File: src/rtl/core/cgrt_pkg.sv
// ----------------------------------------------------------------------------
// cgrt_pkg
// Shared types and constants for the chunk grid ray walk.
// ----------------------------------------------------------------------------
package cgrt_pkg;

    // t cap, 10,000,000 in Q24.16
    localparam int unsigned TW = 40;
    localparam logic [TW-1:0] T_CAP = 40'd10000000 << 16;
    localparam int unsigned MAX_RES = 22;

    localparam logic [1:0] CFG_CHUNK_SIZE = 2'd0;
    localparam logic [1:0] CFG_REACH      = 2'd1;
    localparam logic [1:0] CFG_LAYERS     = 2'd2;

    // controller to datapath
    typedef struct packed {
        logic load;      // capture ray
        logic div_start; // start divider for one axis
        logic [1:0] axis;
        logic div_step;  // one divider iteration
        logic td_save;   // store quotient as t_delta
        logic mul_start;
        logic mul_save;  // store t_max after product divide
        logic walk;      // advance one chunk
    } t_cmd;

    // datapath to controller
    typedef struct packed {
        logic div_done;
        logic outside;   // next step would leave the region
        logic start_bad;
    } t_sts;

endpackage

File: src/rtl/core/cgrt_datapath.sv
// ----------------------------------------------------------------------------
// cgrt_datapath
// Ray registers, a shared restoring divider and the DDA step logic.
// ----------------------------------------------------------------------------
module cgrt_datapath
    import cgrt_pkg::*;
(
    input  logic               i_clk,
    input  logic               i_rst_n,
    input  t_cmd               i_cmd,
    output t_sts               o_sts,
    input  logic [12:0]        i_chunk_size,
    input  logic [2:0]         i_reach,
    input  logic [3:0]         i_layers,
    input  logic signed [31:0] i_origin_x,
    input  logic signed [31:0] i_origin_y,
    input  logic signed [31:0] i_origin_z,
    input  logic signed [15:0] i_dir_x,
    input  logic signed [15:0] i_dir_y,
    input  logic signed [15:0] i_dir_z,
    input  logic signed [15:0] i_start_x,
    input  logic signed [15:0] i_start_y,
    input  logic signed [15:0] i_start_z,
    output logic signed [15:0] o_x,
    output logic signed [15:0] o_y,
    output logic signed [15:0] o_z
);

    // divider: 64-bit dividend, 43-bit divisor, one bit a cycle
    localparam int unsigned DW = 64;

    logic [31:0]        r_org [3];
    logic [15:0]        r_ad  [3];
    logic [1:0]         r_sg  [3];  // 0 zero, 1 plus, 2 minus
    logic [TW-1:0]      r_td  [3];
    logic [TW-1:0]      r_tm  [3];
    logic [12:0]        r_cs;
    logic signed [15:0] r_sx, r_sz, r_x, r_y, r_z;

    logic [DW-1:0] r_num;  // dividend shifting out / quotient shifting in
    logic [43:0]   r_rem;
    logic [42:0]   r_den;
    logic [6:0]    r_cnt;

    logic [20:0]   c_val;
    logic [31:0]   rem_r;
    logic [20:0]   rem_mod;
    logic [21:0]   frac;
    logic [TW-1:0] td_now;
    logic [43:0]   trial;
    logic [TW:0]   sum;
    logic          mv_x, mv_y;
    logic signed [15:0] ex, ez;
    logic signed [15:0] st_x, st_y, st_z;
    logic signed [15:0] n_x, n_y, n_z;
    logic [1:0]    ax;

    assign ax    = i_cmd.axis;
    assign c_val = {r_cs, 8'd0};
    // floor modulo by power-of-two-free C: use divider remainder instead
    assign rem_r = r_org[ax];
    assign trial = {r_rem[42:0], r_num[DW-1]} - {1'b0, r_den};

    // ray capture, restoring divide steps, t_delta and t_max save and walk step
    always_ff @(posedge i_clk) begin
        if (i_cmd.load) begin
            r_org[0] <= i_origin_x; r_org[1] <= i_origin_y; r_org[2] <= i_origin_z;
            r_ad[0] <= i_dir_x[15] ? 16'(-i_dir_x) : 16'(i_dir_x);
            r_ad[1] <= i_dir_y[15] ? 16'(-i_dir_y) : 16'(i_dir_y);
            r_ad[2] <= i_dir_z[15] ? 16'(-i_dir_z) : 16'(i_dir_z);
            r_sg[0] <= (i_dir_x == 16'sd0) ? 2'd0 : (i_dir_x[15] ? 2'd2 : 2'd1);
            r_sg[1] <= (i_dir_y == 16'sd0) ? 2'd0 : (i_dir_y[15] ? 2'd2 : 2'd1);
            r_sg[2] <= (i_dir_z == 16'sd0) ? 2'd0 : (i_dir_z[15] ? 2'd2 : 2'd1);
            r_cs <= (i_chunk_size == 13'd0) ? 13'd1 : i_chunk_size;
            r_sx <= i_start_x; r_sz <= i_start_z;
            r_x <= i_start_x; r_y <= i_start_y; r_z <= i_start_z;
        end
        if (i_cmd.div_start) begin
            // first pass: magnitude of origin modulo C
            r_num <= {32'd0, rem_r[31] ? 32'(-rem_r) : rem_r};
            r_den <= {22'd0, c_val};
            r_rem <= '0;
            r_cnt <= 7'd0;
        end else if (i_cmd.mul_start) begin
            // second pass: t_delta quotient, then t_delta*frac/C
            r_num <= {37'd0, r_cs, 14'd0} << 16;
            r_den <= {27'd0, r_ad[ax]};
            r_rem <= '0;
            r_cnt <= 7'd0;
        end else if (i_cmd.td_save) begin
            r_td[ax] <= td_now;
            r_num <= 64'(td_now) * 64'(frac);
            r_den <= {22'd0, c_val};
            r_rem <= '0;
            r_cnt <= 7'd0;
        end else if (i_cmd.div_step) begin
            if (!trial[43]) begin
                r_rem <= trial;
                r_num <= {r_num[DW-2:0], 1'b1};
            end else begin
                r_rem <= {r_rem[42:0], r_num[DW-1]};
                r_num <= {r_num[DW-2:0], 1'b0};
            end
            r_cnt <= r_cnt + 7'd1;
        end
        if (i_cmd.mul_save) begin
            r_tm[ax] <= r_num[TW-1:0];
        end
        if (i_cmd.walk) begin
            if (mv_x) begin
                r_tm[0] <= sum[TW] || sum[TW-1:0] > T_CAP ? T_CAP : sum[TW-1:0];
            end else if (mv_y) begin
                r_tm[1] <= sum[TW] || sum[TW-1:0] > T_CAP ? T_CAP : sum[TW-1:0];
            end else begin
                r_tm[2] <= sum[TW] || sum[TW-1:0] > T_CAP ? T_CAP : sum[TW-1:0];
            end
            r_x <= n_x;
            r_y <= n_y;
            r_z <= n_z;
        end
    end

    // saved remainder of the modulo pass, folded to floor modulo for negative origins
    logic [20:0] r_mod;
    always_ff @(posedge i_clk) begin
        if (i_cmd.mul_start) begin
            r_mod <= rem_mod;
        end
    end
    assign rem_mod = (r_org[ax][31] && r_rem[20:0] != 21'd0) ? c_val - r_rem[20:0]
                                                              : r_rem[20:0];

    assign td_now = (r_sg[ax] == 2'd0 || r_num > 64'(T_CAP)) ? T_CAP : r_num[TW-1:0];
    assign frac   = (r_sg[ax] == 2'd1) ? ({1'b0, c_val} - {1'b0, r_mod}) : {1'b0, r_mod};

    assign mv_x = (r_tm[0] < r_tm[1]) && (r_tm[0] < r_tm[2]);
    assign mv_y = !mv_x && (r_tm[1] < r_tm[2]);
    assign sum  = mv_x ? {1'b0, r_tm[0]} + {1'b0, r_td[0]}
                : mv_y ? {1'b0, r_tm[1]} + {1'b0, r_td[1]}
                :        {1'b0, r_tm[2]} + {1'b0, r_td[2]};

    // chunk reached by the next step
    assign st_x = (r_sg[0] == 2'd1) ? 16'sd1 : (r_sg[0] == 2'd2) ? -16'sd1 : 16'sd0;
    assign st_y = (r_sg[1] == 2'd1) ? 16'sd1 : (r_sg[1] == 2'd2) ? -16'sd1 : 16'sd0;
    assign st_z = (r_sg[2] == 2'd1) ? 16'sd1 : (r_sg[2] == 2'd2) ? -16'sd1 : 16'sd0;
    assign n_x  = mv_x ? r_x + st_x : r_x;
    assign n_y  = mv_y ? r_y + st_y : r_y;
    assign n_z  = (!mv_x && !mv_y) ? r_z + st_z : r_z;

    // distance from start stays small, so the wrapped 16-bit difference is exact
    assign ex = n_x - r_sx;
    assign ez = n_z - r_sz;
    assign o_sts.div_done  = (r_cnt == 7'(DW)) && i_rst_n;
    assign o_sts.outside   = (ex > 16'sd0 ? ex : -ex) > $signed({13'd0, i_reach})
                          || (ez > 16'sd0 ? ez : -ez) > $signed({13'd0, i_reach})
                          || n_y < 16'sd0 || n_y >= $signed({12'd0, i_layers});
    assign o_sts.start_bad = i_start_y < 16'sd0 || i_start_y >= $signed({12'd0, i_layers});
    assign o_x = r_x;
    assign o_y = r_y;
    assign o_z = r_z;

endmodule

File: src/rtl/core/cgrt_ctrl.sv
// ----------------------------------------------------------------------------
// cgrt_ctrl
// Sequencer: accept ray, run per-axis setup divides, walk and emit words.
// ----------------------------------------------------------------------------
module cgrt_ctrl
    import cgrt_pkg::*;
(
    input  logic       i_clk,
    input  logic       i_rst_n,
    input  logic       i_valid,
    output logic       o_ready,
    output logic       o_valid,
    input  logic       i_ready,
    input  logic [2:0] i_reach,
    input  logic [3:0] i_layers,
    input  t_sts       i_sts,
    output t_cmd       o_cmd,
    output logic       o_valid_res,
    output logic       o_last,
    output logic       o_zero
);

    typedef enum logic [3:0] {
        S_IDLE, S_START, S_MOD, S_TDSTART, S_TD, S_MUL, S_NEXT, S_EMIT, S_WALK, S_CHECK,
        S_BAD
    } t_state;

    t_state     r_state;
    logic [1:0] r_axis;
    logic [4:0] r_n;
    logic [4:0] limit;
    logic [5:0] lim_w;

    assign lim_w = {2'd0, i_reach, 1'b0} + {2'd0, i_layers};
    assign limit = (lim_w > 6'(MAX_RES)) ? 5'(MAX_RES) : lim_w[4:0];

    assign o_ready = (r_state == S_IDLE);
    assign o_valid = (r_state == S_EMIT) || (r_state == S_BAD);
    assign o_valid_res = (r_state == S_EMIT);
    assign o_zero = (r_state == S_BAD);
    assign o_last = (r_state == S_BAD) || (r_n + 5'd1 >= limit) || i_sts.outside;

    always_comb begin
        o_cmd = '0;
        o_cmd.axis = r_axis;
        case (r_state)
            S_IDLE:    o_cmd.load = i_valid;
            S_START:   o_cmd.div_start = 1'b1;
            S_MOD:     o_cmd.div_step = !i_sts.div_done;
            S_TDSTART: o_cmd.mul_start = 1'b1;
            S_TD:      begin
                o_cmd.div_step = !i_sts.div_done;
                o_cmd.td_save  = i_sts.div_done;
            end
            S_MUL:     begin
                o_cmd.div_step = !i_sts.div_done;
                o_cmd.mul_save = i_sts.div_done;
            end
            S_NEXT:    o_cmd.div_start = (r_axis != 2'd2);
            S_WALK:    o_cmd.walk = 1'b1;
            default:   o_cmd = '0;
        endcase
        if (r_state == S_NEXT) o_cmd.axis = r_axis + 2'd1;
    end

    // hold state and step counters
    always_ff @(posedge i_clk) begin
        if (!i_rst_n) begin
            r_state <= S_IDLE;
            r_axis  <= 2'd0;
            r_n     <= 5'd0;
        end else begin
            case (r_state)
                S_IDLE: if (i_valid) begin
                    r_axis  <= 2'd0;
                    r_n     <= 5'd0;
                    r_state <= i_sts.start_bad ? S_BAD : S_START;
                end
                S_START:   r_state <= S_MOD;
                S_MOD:     if (i_sts.div_done) r_state <= S_TDSTART;
                S_TDSTART: r_state <= S_TD;
                S_TD:      if (i_sts.div_done) r_state <= S_MUL;
                S_MUL:     if (i_sts.div_done) r_state <= S_NEXT;
                S_NEXT:    if (r_axis == 2'd2) r_state <= S_EMIT;
                           else begin
                               r_axis  <= r_axis + 2'd1;
                               r_state <= S_MOD;
                           end
                S_EMIT: if (i_ready) begin
                    if (o_last) r_state <= S_IDLE;
                    else begin
                        r_n <= r_n + 5'd1;
                        r_state <= S_WALK;
                    end
                end
                S_WALK:  r_state <= S_CHECK;
                S_CHECK: r_state <= S_EMIT;
                S_BAD:   if (i_ready) r_state <= S_IDLE;
                default: r_state <= S_IDLE;
            endcase
        end
    end

endmodule

File: src/rtl/core/chunk_grid_ray_traversal.sv
// ----------------------------------------------------------------------------
// chunk_grid_ray_traversal
// 3D DDA walk of a ray over the chunk grid, one chunk word per visited chunk.
// ----------------------------------------------------------------------------
// One ray is taken at a time. Setup runs three passes of a shared
// bit-serial divider per axis (origin modulo, t_delta, t_max), then each
// further chunk goes through the walk and check states and waits while
// the output stalls. A start layer outside the grid gives one invalid last word.
module chunk_grid_ray_traversal
    import cgrt_pkg::*;
(
    input  logic               i_clk,
    input  logic               i_rst_n,
    input  logic               i_cfg_we,
    input  logic [1:0]         i_cfg_index,
    input  logic [12:0]        i_cfg_data,
    input  logic               i_valid,
    output logic               o_ready,
    input  logic signed [31:0] i_origin_x,
    input  logic signed [31:0] i_origin_y,
    input  logic signed [31:0] i_origin_z,
    input  logic signed [15:0] i_dir_x,
    input  logic signed [15:0] i_dir_y,
    input  logic signed [15:0] i_dir_z,
    input  logic signed [15:0] i_start_x,
    input  logic signed [15:0] i_start_y,
    input  logic signed [15:0] i_start_z,
    output logic               o_valid,
    input  logic               i_ready,
    output logic signed [15:0] o_chunk_x,
    output logic signed [15:0] o_chunk_y,
    output logic signed [15:0] o_chunk_z,
    output logic               o_valid_res,
    output logic               o_last
);

    logic [12:0] r_cs;
    logic [2:0]  r_reach;
    logic [3:0]  r_layers;
    t_cmd cmd;
    t_sts sts;
    logic zero;
    logic signed [15:0] x, y, z;

    // hold configuration
    always_ff @(posedge i_clk) begin
        if (!i_rst_n) begin
            r_cs <= 13'd32; r_reach <= 3'd1; r_layers <= 4'd2;
        end else if (i_cfg_we) begin
            case (i_cfg_index)
                CFG_CHUNK_SIZE: r_cs <= i_cfg_data;
                CFG_REACH:      r_reach <= i_cfg_data[2:0];
                CFG_LAYERS:     r_layers <= i_cfg_data[3:0];
                default:        ;
            endcase
        end
    end

    cgrt_ctrl u_ctrl (
        .i_clk, .i_rst_n, .i_valid, .o_ready, .o_valid, .i_ready,
        .i_reach(r_reach), .i_layers(r_layers), .i_sts(sts), .o_cmd(cmd),
        .o_valid_res, .o_last, .o_zero(zero)
    );

    cgrt_datapath u_dp (
        .i_clk, .i_rst_n, .i_cmd(cmd), .o_sts(sts),
        .i_chunk_size(r_cs), .i_reach(r_reach), .i_layers(r_layers),
        .i_origin_x, .i_origin_y, .i_origin_z, .i_dir_x, .i_dir_y, .i_dir_z,
        .i_start_x, .i_start_y, .i_start_z, .o_x(x), .o_y(y), .o_z(z)
    );

    assign o_chunk_x = zero ? 16'sd0 : x;
    assign o_chunk_y = zero ? 16'sd0 : y;
    assign o_chunk_z = zero ? 16'sd0 : z;

    a_last_ready: assert property (@(posedge i_clk) disable iff (!i_rst_n)
        (o_valid && i_ready && o_last) |=> o_ready) else $error("no idle after last");
    a_bad_last: assert property (@(posedge i_clk) disable iff (!i_rst_n)
        (o_valid && !o_valid_res) |-> o_last) else $error("invalid word not last");
    a_busy: assert property (@(posedge i_clk) disable iff (!i_rst_n)
        o_valid |-> !o_ready) else $error("ready while emitting");

endmodule
File: config.mk
export PLATFORM = sky130hd
export DESIGN_NAME = chunk_grid_ray_traversal
export DESIGN_NICKNAME = d
export VERILOG_FILES = /design/src/rtl/core/cgrt_pkg.sv /design/src/rtl/core/cgrt_datapath.sv /design/src/rtl/core/cgrt_ctrl.sv /design/src/rtl/core/chunk_grid_ray_traversal.sv
export SDC_FILE = /design/constraint.sdc
export NUM_CORES = 2
export LEC_CHECK = 0
export BUFFER_PORTS_ARGS = -buffer_cell sky130_fd_sc_hd__buf_2
export CORE_ASPECT_RATIO = 0.7
export CORE_MARGIN = 1.5
export CORE_UTILIZATION = 40
export DETAILED_ROUTE_END_ITERATION = 8
export PLACE_DENSITY = 0.61
export SETUP_SLACK_MARGIN = 0.15
export SLEW_MARGIN = 15
export SYNTH_ARGS = -nofsm -noshare
export SYNTH_HDL_FRONTEND = slang
export SYNTH_HIERARCHICAL = 1
export SYNTH_SLANG_ARGS = --single-unit
File: constraint.sdc
create_clock -name i_clk -period 13.8 [get_ports i_clk]
set_input_delay 2.76 -clock i_clk [delete_from_list [all_inputs] [get_ports i_clk]]
set_output_delay 2.76 -clock i_clk [all_outputs]
set_load 0.01 [all_outputs]
=== After elaboration in Yosys (flattened, before gate mapping) ===
Memory sizes are Yosys's and may differ from the RTL's.
Index checks and enable logic that the tools add are counted.

* Register bits after elaboration: 280
* Output and inout port bits: 52
* Memories kept: 5
* Word-level logic and storage cells: 239
* Memory bits (writable): 390

* Reduce and logical (&&, ||, !) cells: 46
* Magnitude comparators: 15
* Add/sub/neg operators: 21
* Eq/ne operators: 30
* Multiply operators: 1
* Mux-type cells: 100

{| class="wikitable"
|+ Memory list
! name !! words !! width !! read ports !! clocked after Yosys merged registers in !! write ports !! RTL line !! source
|-
| u_dp.r_td || 3 || 40 || 3 || 0 || 1 || cgrt_datapath.sv:35 || <nowiki>logic [TW-1:0] r_td [3];</nowiki>
|-
| u_dp.r_tm || 3 || 40 || 3 || 0 || 1 || cgrt_datapath.sv:36 || <nowiki>logic [TW-1:0] r_tm [3];</nowiki>
|-
| u_dp.r_org || 3 || 32 || 1 || 0 || 3 || cgrt_datapath.sv:32 || <nowiki>logic [31:0] r_org [3];</nowiki>
|-
| u_dp.r_ad || 3 || 16 || 1 || 0 || 3 || cgrt_datapath.sv:33 || <nowiki>logic [15:0] r_ad [3];</nowiki>
|-
| u_dp.r_sg || 3 || 2 || 4 || 0 || 3 || cgrt_datapath.sv:34 || <nowiki>logic [1:0] r_sg [3];</nowiki>
|}

{| class="wikitable"
|+ Operators by type and width
! operator !! number
|-
| 2-to-1 mux 16 bit || 23
|-
| 2-to-1 mux 40 bit || 5
|-
| 2-to-1 mux 62 bit || 2
|-
| adder 40 x 40 -> 41 bit || 3
|-
| less-than comparator 40 bit || 3
|-
| OR reduction 40 bit || 3
|-
| 2-to-1 mux 43 bit || 2
|-
| 2-to-1 mux 21 bit || 4
|-
| 2-to-1 mux 41 bit || 2
|-
| negator 16 bit || 5
|-
| greater-than comparator 64 x 40 -> 1 bit, second input constant || 1
|-
| 2-to-1 mux 32 bit || 2
|-
| multiplier 40 x 22 -> 62 bit || 1
|-
| adder 16 bit || 3
|-
| logical NOT 16 bit || 3
|-
| one-hot mux 4 bit (11 select lines) || 1
|-
| subtractor 44 x 21 -> 44 bit || 1
|-
| greater-than comparator 40 bit, second input constant || 1
|-
| greater-or-equal comparator 16 x 5 -> 1 bit || 2
|-
| greater-than comparator 16 x 1 -> 1 bit, second input constant || 2
|-
| greater-than comparator 16 x 4 -> 1 bit || 2
|-
| less-than comparator 16 x 1 -> 1 bit, second input constant || 2
|-
| 2-to-1 mux 4 bit || 8
|-
| negator 32 bit || 1
|-
| other kinds (43) || 131
|}

=== Depth between registers and ports, before layout ===
An unclocked memory read counts as a cell.

* Depth after elaboration: 19
* Mapped depth: 46
* Gate-level depth less buffers: 42

=== By module ===
The synthesis kept the hierarchy.

{| class="wikitable"
|+ Modules (own cells, without submodules)
! module !! area each (µm²) !! instances !! cells an instance
|-
| cgrt_datapath || 70719.1 || 1 || 7798
|-
| chunk_grid_ray_traversal || 1153.6 || 1 || 136
|-
| cgrt_ctrl || 1107.3 || 1 || 142
|}

=== Least setup slack after synthesis ===
No wires, ideal clock.

* Path type: register -> register
* Start point: register u_ctrl.r_state[0]
* End point: register u_dp.r_num[60]
* Data arrival time: 10742 ps
* Path slack: 2925 ps
* Cell stages (with the launch flop): 42
* Data required time: 13666 ps
* Clock period less this slack: 10875 ps
* Setup time: 134 ps
* Cell sequence: dfxtp_1 -> buf_4 -> or2_1 -> clkbuf_1 -> o31ai_1 -> buf_1 -> clkbuf_1 -> mux2i_1 -> nor2_1 -> a21oi_1 -> a2111oi_0 -> clkbuf_1 -> buf_1 -> nand2_1 -> inv_1 -> buf_1 -> nand2_1 -> fa_1 -> [6 not listed] -> fa_1 -> fa_1 -> inv_1 -> ha_1 -> a21o_1 -> a21oi_1 -> o21ai_0 -> a21oi_1 -> a211o_1 -> a21oi_1 -> a31oi_1 -> o21ai_0 -> a221oi_1 -> o21ai_0 -> or2_2 -> a221oi_1 -> xor2_1 -> o22ai_1

{| class="wikitable"
|+ RTL lines
! element !! RTL line !! source
|-
| start, declared || cgrt_ctrl.sv:28 || <nowiki>t_state r_state;</nowiki>
|-
| start signal, assigned || cgrt_ctrl.sv:77 || <nowiki>r_state <= i_sts.start_bad ? S_BAD : S_START;</nowiki>
|-
| end signal, assigned || cgrt_datapath.sv:80 || <nowiki>r_num <= {32'd0, rem_r[31] ? 32'(-rem_r) : rem_r};</nowiki>
|-
| end signal, assigned || cgrt_datapath.sv:86 || <nowiki>r_num <= {37'd0, r_cs, 14'd0} << 16;</nowiki>
|-
| end signal, assigned || cgrt_datapath.sv:92 || <nowiki>r_num <= 64'(td_now) * 64'(frac);</nowiki>
|-
| end, declared || cgrt_datapath.sv:40 || <nowiki>logic [DW-1:0] r_num;</nowiki>
|}

==> impl_metrics.toml <==
[worst_setup_path]
r2r_cells = 39
path_buf_inv = 3
critPathKind = "reg2out"
r2r_start = "u_dp/r_mod[0]"
crit_top_cell = "a21oi_1"
start_kind = "flip-flop"
critPathTopFamily = "compound AO/OA/AOI/OAI gates"
r2r_slack_ps = 1550
cpPeakStageDelay_ps = 650
crit_arrival_ps = 10230
critPathSlowestCell = "a2111o_1"
required_ps = 11040
path_max_fanout = 8
reg2reg_to = "u_dp/r_num[52]"
end_kind = "output port"

[grt]
antenna_found_initial = 14
track_usage = 0.287
grt_pass1_wl_mm = 398
grt_overflow = 0
grt_pass1_vias = 60281
grt_max_degree = 121

[clock_tree]
cts_tree = "done"
cts.sinks = 670
numCtsBuffers = 77
insertion_delay_ps = 720
holdBufCountCts = 0
cts_max_path_buffers = 3
clk_pin_slew_worst_paths_ps = 60
root_buffer = "clkbuf_16"
htree_levels = 3

[finish]
multiInputGateArea_mm2 = 0.0491
syn_to_final_growth_pct = 9.90
regArea_mm2 = 0.0189
fin_nets = 9785
fillCellCount = 17495
drive_gt1_frac = 0.0830

[drt]
vias_per_cell = 5.82
drc_errors = 0
drt_iter0_drc = 6891
top_layer_used = "met5"
met1_length_mm = 122
firstDrtPassIters = 8
dr_wl_met2_mm = 108
wl_per_cell_um = 25.3
drt-total-wl_mm = 270
dr_wl_met3_mm = 32.1
num_vias = 62167
ant_nets = 0

[synthesis]
async_flop_share = 0
yosysSeqAreaShare = 0.259
ys_warn_count = 6
ys_types = 107
syn_nets = 9627
netlist.area_leader.share = 0.226
synth_top_area_cell = "edfxtp_1"
syn_inst = 8076
syn_avg_cell_area_um2 = 9.04
synth_top_flop_cell = "edfxtp_1"
ys_seq_elements = 670
synth_area_leaders = "edfxtp_1, fa_1, ha_1, nand2_1, inv_1"
synth_edf_count = 549
synthesis.area_mm2 = 0.0730

[die]
dieArea_mm2 = 0.185
die_x_um = 514
io_pins = 264
initial_utilization = 0.405
dieHeight_um = 360
core.rowCount = 130
core_mm2 = 0.180

[sta]
min_period_over_period = 0.941
fin_tns_setup_ps = 0
min_period_ps = 12990
hold_viol = 0
fin_hold_ws_ps = 470
skew_ps = 46.7
fmax_mhz = 77.0
worst_pin_slew_ps = 1300
slew-limit-headroom = 0.122
finalSetupViolCount = 0
rsz0062_at_grt = "false"
drv_slew = 0

[worst_hold_path]
hold_path.class = "reg2reg"
holdPathStages = 0
min_from = "r_cs[1]"
holdPathEnd = "u_dp/r_cs[1]"

[outcome]
outcome = "completed"

[placement]
dpl.hpwl_mm = 216
gp_congestion = 0.993
port-buffer-count = 263

[run]
max_cap_viol_count = 0
==> cells by family (layout without fill, tap and decap cells) <==
kind of cell / count (synthesis) / after routing / share of synthesized area
flip-flops: 670 / 670 / 0.259
multiplexers: 163 / 163 / 0.0229
AND/OR/NAND/NOR: 2548 / 2548 / 0.156
AO/OA/AOI/OAI: 1585 / 1585 / 0.136
buffers and inverters: 1394 / 1612 / 0.0725
XOR/XNOR: 377 / 377 / 0.0453
adder cells (fa/ha/maj): 1339 / 1339 / 0.308
other: 0 / 5 / 0
==> routing by layer <==
layer / GRT usage / up-vias
li1: - / 27571
met1: 0.434 / 31020
met2: 0.398 / 3202
met3: 0.0791 / 364
met4: 0.0714 / 10
met5: 0 / -
==> state kept, by name (all words and copies together), names as in the netlist, 21 cells and up <==
signal and count:
u_dp/r_ad 48, u_dp/r_den 21, u_dp/r_mod 21, u_dp/r_num 64, u_dp/r_org 96, u_dp/r_rem 43
u_dp/r_td 120, u_dp/r_tm 120
==> placed cells by master, fill, tap and decap left out, drive strengths merged, types with 33 or more instances in the layout <==
cell / synthesis / final
o31ai: 78 / 78
and2: 49 / 49
nor4: 45 / 45
and3: 51 / 51
or3: 43 / 43
nand2b: 64 / 64
edfxtp: 549 / 549
o21ai: 377 / 377
o21bai: 47 / 47
dfxtp: 121 / 121
xor2: 128 / 128
fa: 767 / 767
a21o: 131 / 131
o22ai: 61 / 61
buf: 54 / 434
a21oi: 494 / 494
a31oi: 65 / 65
mux2i: 130 / 130
a211oi: 70 / 70
nor2: 694 / 694
mux2: 33 / 33
nor3: 96 / 96
inv: 1024 / 1029
clkbuf: 301 / 89
o21a: 47 / 47
ha: 572 / 572
nand3: 89 / 89
nand4: 64 / 64
clkinv: 15 / 42
xnor2: 249 / 249
nand2: 1130 / 1130
nor2b: 102 / 102
o211ai: 34 / 34
==> how the worst max path moves through the flow <==
stage                            startpoint              to  cells past startpoint
after floorplan           u_ctrl/r_state[0]  u_dp/r_num[60]                     41
after global placement      u_dp/r_tm[0][2]          o_last                     35
after detailed placement    u_dp/r_tm[1][9]          o_last                     36
after CTS                   u_dp/r_tm[1][9]          o_last                     36
after global routing        u_dp/r_tm[1][9]          o_last                     36
final                       u_dp/r_tm[0][2]          o_last                     35
==> metrics by stage <==
step	area (um^2)	instances	setup slack [ps]	utilization
3_3_place_gp	77500	10526	1440	0.430
6_report	80200	10675	813	0.445
3_5_place_dp	77500	10526	1370	0.430
5_1_grt	80200	10671	171	0.445
4_1_cts	80100	10665	570	0.444
2_1_floorplan	73000	8076	2920	-
==> Yosys cell counts, types with 14 or more instances <==
library cell     n
xor2_1         128
xnor2_1        248
buf_1           36
or2_2           15
nor2b_1        102
or3_1           43
o22ai_1         61
a221oi_1        14
inv_1         1023
o21ai_0        356
o21bai_1        47
mux2_2          33
clkinv_1        15
o41ai_1         17
fa_1           767
o31ai_1         76
nor3b_1         16
ha_1           572
and3_1          51
nand3_1         89
a211oi_1        70
o211ai_1        34
nor3_1          96
or4_1           16
and2_1          49
o21a_1          47
nand2_1       1129
nor2_1         693
nand2b_1        64
mux2i_1        130
o21ai_1         16
and2b_1         16
a31oi_1         65
a21oi_1        494
a21o_1         131
nor4_1          43
dfxtp_1        121
edfxtp_1       549
clkbuf_1       300
nand4_1         64
==> repair_timing <==
action,4_1_cts,5_1_grt
gates resized for setup,0,4
setup buffers,0,5
setup endpoints to repair,0,1
==> cell type report <==
class | count | area share
Antenna cell | 5 | 0.000156
Clock buffer | 89 | 0.0248
Clock inverter | 50 | 0.00822
Inverter | 1039 | 0.0487
Multi-Input combinational cell | 6012 | 0.613
Sequential cell | 670 | 0.236
Tap cell | 2376 | 0.0371
Timing Repair Buffer | 434 | 0.0327
Power is left out: the tool's default activity adds up to more than one toggle a clock period on the data nets, which glitch-free logic cannot reach.
